[config.mk]
export PLATFORM = sky130hd
export DESIGN_NAME = pru_unpremul
export DESIGN_NICKNAME = d
export VERILOG_FILES = /design/src/rtl/pru_pkg.sv /design/src/rtl/pru_unpremul.sv
export SDC_FILE = /design/constraint.sdc
export NUM_CORES = 2
export LEC_CHECK = 0
export ABC_AREA = 1
export BUFFER_PORTS_ARGS = -buffer_cell sky130_fd_sc_hd__buf_4
export CORE_AREA = 2 2 374 450
export DETAILED_ROUTE_END_ITERATION = 6
export DIE_AREA = 0 0 376 452
export PLACE_DENSITY = 0.56
export SETUP_SLACK_MARGIN = 0.02
export SLEW_MARGIN = 30
export SYNTH_ARGS = -nofsm -noshare
export SYNTH_HDL_FRONTEND = slang
export SYNTH_SLANG_ARGS = --single-unit
[constraint.sdc]
create_clock -name clk_i -period 3.5 [get_ports clk_i]
set_clock_uncertainty 0.15 [all_clocks]
set_input_delay 0.7 -clock clk_i [delete_from_list [all_inputs] [get_ports clk_i]]
set_output_delay 0.7 -clock clk_i [all_outputs]
set_load 0.05 [all_outputs]
[src/rtl/pru_pkg.sv]
// package: shared constants, types and helpers for the premultiplied rgba16 to srgb8 core
`default_nettype none
package pru_pkg;

  localparam int BUCKET_SHIFT = 4;
  localparam int BUCKET_AW    = 12;
  localparam int FWD_AW       = 8;
  localparam int DIV_STEPS    = 16;
  // lane latency: operand stage, division steps, rounding stage
  localparam int LANE_LAT     = DIV_STEPS + 2;

  localparam logic [1:0] CMD_LOAD_FWD = 2'd0;
  localparam logic [1:0] CMD_LOAD_BKT = 2'd1;
  localparam logic [1:0] CMD_CONVERT  = 2'd2;

  localparam logic [15:0] ALPHA_FULL = 16'hFFFF;

  typedef enum logic [1:0] {
    MODE_ZERO = 2'd0,
    MODE_SAT  = 2'd1,
    MODE_PASS = 2'd2,
    MODE_DIV  = 2'd3
  } lane_mode_e;

  // pipeline side information carried next to the colour lanes
  typedef struct packed {
    logic        vld;
    logic [1:0]  cmd;
    logic [11:0] idx;
    logic [15:0] val;
    logic [15:0] alpha;
  } meta_t;

endpackage
`default_nettype wire

[src/rtl/pru_unpremul.sv]
// un-premultiplying lane: pipelined restoring divider with round-half-even
`default_nettype none
module pru_unpremul import pru_pkg::*; (
  input  wire logic        clk_i,
  input  wire logic        en_i,
  input  wire logic [15:0] v_i,
  input  wire logic [15:0] a_i,
  output logic      [15:0] res_o
);

  logic [15:0] rem_q  [0:DIV_STEPS];
  logic [15:0] quo_q  [0:DIV_STEPS];
  logic [15:0] low_q  [0:DIV_STEPS];
  logic [15:0] div_q  [0:DIV_STEPS];
  logic [15:0] v_q    [0:DIV_STEPS];
  lane_mode_e  mode_q [0:DIV_STEPS];
  logic [15:0] res_q;

  lane_mode_e  mode_d;
  logic [31:0] num_d;

  // operand classification and numerator v*65535
  always_comb begin
    num_d = {v_i, 16'd0} - {16'd0, v_i};
    if (a_i == 16'd0 || v_i == 16'd0) begin
      mode_d = MODE_ZERO;
    end else if (v_i >= a_i) begin
      mode_d = MODE_SAT;
    end else if (a_i == ALPHA_FULL) begin
      mode_d = MODE_PASS;
    end else begin
      mode_d = MODE_DIV;
    end
  end

  // one quotient bit per stage
  always_ff @(posedge clk_i) begin
    if (en_i) begin
      rem_q[0]  <= num_d[31:16];
      quo_q[0]  <= '0;
      low_q[0]  <= num_d[15:0];
      div_q[0]  <= a_i;
      v_q[0]    <= v_i;
      mode_q[0] <= mode_d;
      for (int k = 0; k < DIV_STEPS; k++) begin
        logic [16:0] t;
        t = {rem_q[k], low_q[k][15]};
        if (t >= {1'b0, div_q[k]}) begin
          rem_q[k+1] <= 16'(t - {1'b0, div_q[k]});
          quo_q[k+1] <= {quo_q[k][14:0], 1'b1};
        end else begin
          rem_q[k+1] <= t[15:0];
          quo_q[k+1] <= {quo_q[k][14:0], 1'b0};
        end
        low_q[k+1]  <= {low_q[k][14:0], 1'b0};
        div_q[k+1]  <= div_q[k];
        v_q[k+1]    <= v_q[k];
        mode_q[k+1] <= mode_q[k];
      end
    end
  end

  // rounding and special cases
  logic [16:0] twice;
  logic [16:0] inc;
  logic        up;
  always_comb begin
    twice = {rem_q[DIV_STEPS], 1'b0};
    up    = (twice > {1'b0, div_q[DIV_STEPS]}) ||
            (twice == {1'b0, div_q[DIV_STEPS]} && quo_q[DIV_STEPS][0]);
    inc   = {1'b0, quo_q[DIV_STEPS]} + {16'd0, up};
  end

  always_ff @(posedge clk_i) begin
    if (en_i) begin
      case (mode_q[DIV_STEPS])
        MODE_ZERO: res_q <= '0;
        MODE_SAT:  res_q <= 16'hFFFF;
        MODE_PASS: res_q <= v_q[DIV_STEPS];
        MODE_DIV:  res_q <= inc[16] ? 16'hFFFF : inc[15:0];
        default:   res_q <= '0;
      endcase
    end
  end

  assign res_o = res_q;

endmodule
`default_nettype wire

==> flow_metrics.env <==
export IMPL_synth_seq_cells=1122
export IMPL_yosys_cell_types_count=41
export IMPL_tns_ns=0
export IMPL_cap_viol_max_count=0
export IMPL_p_leak_nw=30.4
export IMPL_vias=38384
export IMPL_clk_transition_reported_paths_ns=0.06
export IMPL_period_share_pct=86.7
export IMPL_clockBufferDepth=3
export IMPL_syn_avg_cell_area_sq_um=9.61
export IMPL_nets=6508
export IMPL_setup_viol=0
export IMPL_grt_overflow=0
export IMPL_finalCriticalPeriod_ns=3.04
export IMPL_cts_made_buffers=119
export IMPL_yosys_area_top_type_share_pct=58.4
export IMPL_violations="DRC"
export IMPL_hold_depth=1
export IMPL_coreArea_sq_um=166000
export IMPL_r2r_start="rem_q[16][7]"
export IMPL_synth_async_reset_ratio_pct=0
export IMPL_first_global_vias=38451
export IMPL_path_max_fanout=5
export IMPL_clockRootBuffer="clkbuf_16"
export IMPL_cts_setup_buffers=0
export IMPL_setup_worst_path_end_class="flop"
export IMPL_rows=164
export IMPL_placedCellCount=8176
export IMPL_cp_required_ns=3.85
export IMPL_crit_path_start_kind="flop"
export IMPL_syn_inst=6002
export IMPL_critPathKind="reg2reg"
export IMPL_cts_resized_gates=0
export IMPL_synth_main_ff_cell="edfxtp_1"
export IMPL_grt_antenna_before_repair=0
export IMPL_min_delay_start="v_i[3]"
export IMPL_synth_top_cell_by_area="edfxtp_1"
export IMPL_wire_per_inst_microns=16.5
export IMPL_dpl_hpwl_microns=107000
export IMPL_finalHoldViolations=0
export IMPL_synth_edf_count=1121
export IMPL_die_w_microns=376
export IMPL_dieHeight_microns=452
export IMPL_gp_congestion=0.894
export IMPL_syn_cell_area_sq_um=57700
export IMPL_start_util_pct=34.8
export IMPL_dp_slack_ns=0.457
export IMPL_grt_max_degree=167
export IMPL_vias_per_cell=4.55
export IMPL_syn_nets=6342
export IMPL_rrSetupSlack_ns=0.46
export IMPL_track_usage_pct=16.4
export IMPL_setup_slack_ns=0.464
export IMPL_worst_hold_path_endpoint="v_q[0][3]"
export IMPL_syn2layout_area_growth_pct=12.6
export IMPL_reg2regPathDepth=16
export IMPL_drive_gt1_share_pct=7.51
export IMPL_drt_antenna_violating_nets=0
export IMPL_first_pass_iters=7
export IMPL_fin_area_sq_um=64900
export IMPL_drv_slew=0
export IMPL_ctsHoldBuffers=29
export IMPL_grt_pass1_wl_microns=217000
export IMPL_slew_headroom_pct=36.0
export IMPL_die_area_sq_um=170000
export IMPL_synth_warning_count=0
export IMPL_peakVddDrop_mv=0.422
export IMPL_cts_tree="built"
export IMPL_status="complete, but fails checks"
export IMPL_place_area_sq_um=60600
export IMPL_antenna_cells=0
export IMPL_power_density_nw_per_um2=748
export IMPL_rsz0062_at_grt="false"
export IMPL_holdCritPathClass="in2reg"
export IMPL_port_buffers=49
export IMPL_routed_wl_microns=139000
export IMPL_drt_iter0_markers=2627
export IMPL_clock_latency_ns=0.76
export IMPL_clkSinkCount=1122
export IMPL_htreeDepth=3
export IMPL_ys_seq_area_share_pct=58.4
export IMPL_drc=9
export IMPL_r2r_end="res_o[14]"
export IMPL_fin_util_pct=39.2
export IMPL_tightest_slew_ns=0.960
export IMPL_critPathArrivalTime_ns=3.38
export IMPL_synthTopCellsByArea="edfxtp_1, nand2_1, inv_1"
export IMPL_clock_fmax_mhz=329
export IMPL_layout_cells_non_filler=8428
export IMPL_pin_count=50
## synth_stat cells (5+ instances only)
cell         n
a21oi_4      5
buf_2       11
nand2_4     29
edfxtp_1  1121
o21ai_1      6
o21bai_1    18
inv_2       26
o21ai_0     16
nand2_1   2022
fa_1        16
nand2_2     62
a21oi_1    133
and2_1      23
or2_4        9
inv_1     1136
nand4_1     60
a21oi_2      7
ha_1       290
nor2_2      10
nand3_1    488
clkbuf_1    21
xor2_1      86
buf_4       20
nand3_2     17
nor3_2      22
buf_6       15
nor2_4      11
nor3_1      27
nor2_1     247
xnor2_1     28
## how the worst max path moves through the flow
stage / cells after the start / slack, ns / startpoint / end
detailed placement: 16 / 0.46 / rem_q[16][7] / res_o[14]
CTS: 16 / 0.41 / rem_q[16][7] / res_o[14]
finish: 16 / 0.46 / rem_q[16][7] / res_o[14]
global placement: 16 / 0.43 / rem_q[16][7] / res_o[14]
global route: 16 / 0.08 / rem_q[16][3] / res_o[14]
floorplan: 14 / 0.88 / rem_q[16][11] / res_o[8]
## cells by family after synthesis
kind of cell,after synthesis,synth area share [%]
xor+xnor,114,1.73
buf+inv,1233,8.46
simple gates,3037,22.7
flops,1122,58.4
compound gates,190,1.89
fa+ha+maj,306,6.85
## per-layer routing
metal / vias up / global-route usage (%) / routed length (microns)
met1: 17864 / 19.0 / 57000
met2: 625 / 30.6 / 72400
met5: - / 0 / 0
li1: 19639 / - / -
met3: 256 / 1.75 / 3780
met4: 0 / 7.02 / 5720
## cell usage in the layout (no fill, tap or decap), types with 29 or more instances in the layout
cell,synthesis,routed
nand3_1,488,488
nand2_1,2022,2022
ha_1,290,290
dlygate4sd3_1,0,29
nor2_1,247,247
nand4_1,60,60
inv_1,1136,1136
a21oi_1,133,133
buf_4,20,77
edfxtp_1,1121,1121
clkbuf_16,0,119
xor2_1,86,86
nand2_4,29,29
nand2_2,62,62
## registers in the layout, summed over array words and instances (netlist names)
| register | count |
|---|---|
| rem_q | 272 |
| div_q | 272 |
| v_q | 272 |
| mode_q | 34 |
| low_q | 120 |
| quo_q | 136 |
| res_o | 16 |
## report_power, final
| part | leakage [nW] | internal [W] | total [W] | switching [W] |
|---|---|---|---|---|
| logic | 17.5 | 0.00567 | 0.0166 | 0.0110 |
| registers | 11.0 | 0.0177 | 0.0192 | 0.00147 |
| clock network | 1.93 | 0.00745 | 0.0128 | 0.00533 |
| total | 30.4 | 0.0308 | 0.0486 | 0.0178 |
## cell type report
| type | count | area (sq um) |
|---|---|---|
| clock buffer | 138 | 3050 |
| clock inverter | 85 | 968 |
| fill | 16324 | 101000 |
| inverter | 1162 | 4360 |
| multi-input combinational | 3647 | 19100 |
| sequential | 1122 | 33700 |
| tap | 2158 | 2700 |
| timing repair buffer | 116 | 1060 |
## stage by stage
| step | power [W] | hold slack [ns] |
|---|---|---|
| after global routing | 0.0522 | 0.0286 |
| after global placement | 0.0360 | 0.251 |
| after floorplan | 0.0313 | 0.250 |
| final | 0.0486 | 0.0621 |
| after detailed placement | 0.0360 | 0.255 |
| after CTS | 0.0491 | 0.000100 |
## critical path, cell delays in order (launching register included)
cell and delay, ns:
edfxtp_1 0.37, ha_1 0.33, nand4_1 0.12, nor3_1 0.17, buf_4 0.16, nand3b_1 0.09
nand3_1 0.09, nand2_1 0.05, inv_1 0.07, ha_1 0.20, nand3_2 0.13, nor2_2 0.24
nand3_1 0.19, nor2_1 0.20, nand3_1 0.10, nand2_1 0.08, nand2_1 0.05
No activity file was read; power rests on OpenSTA's default activity.
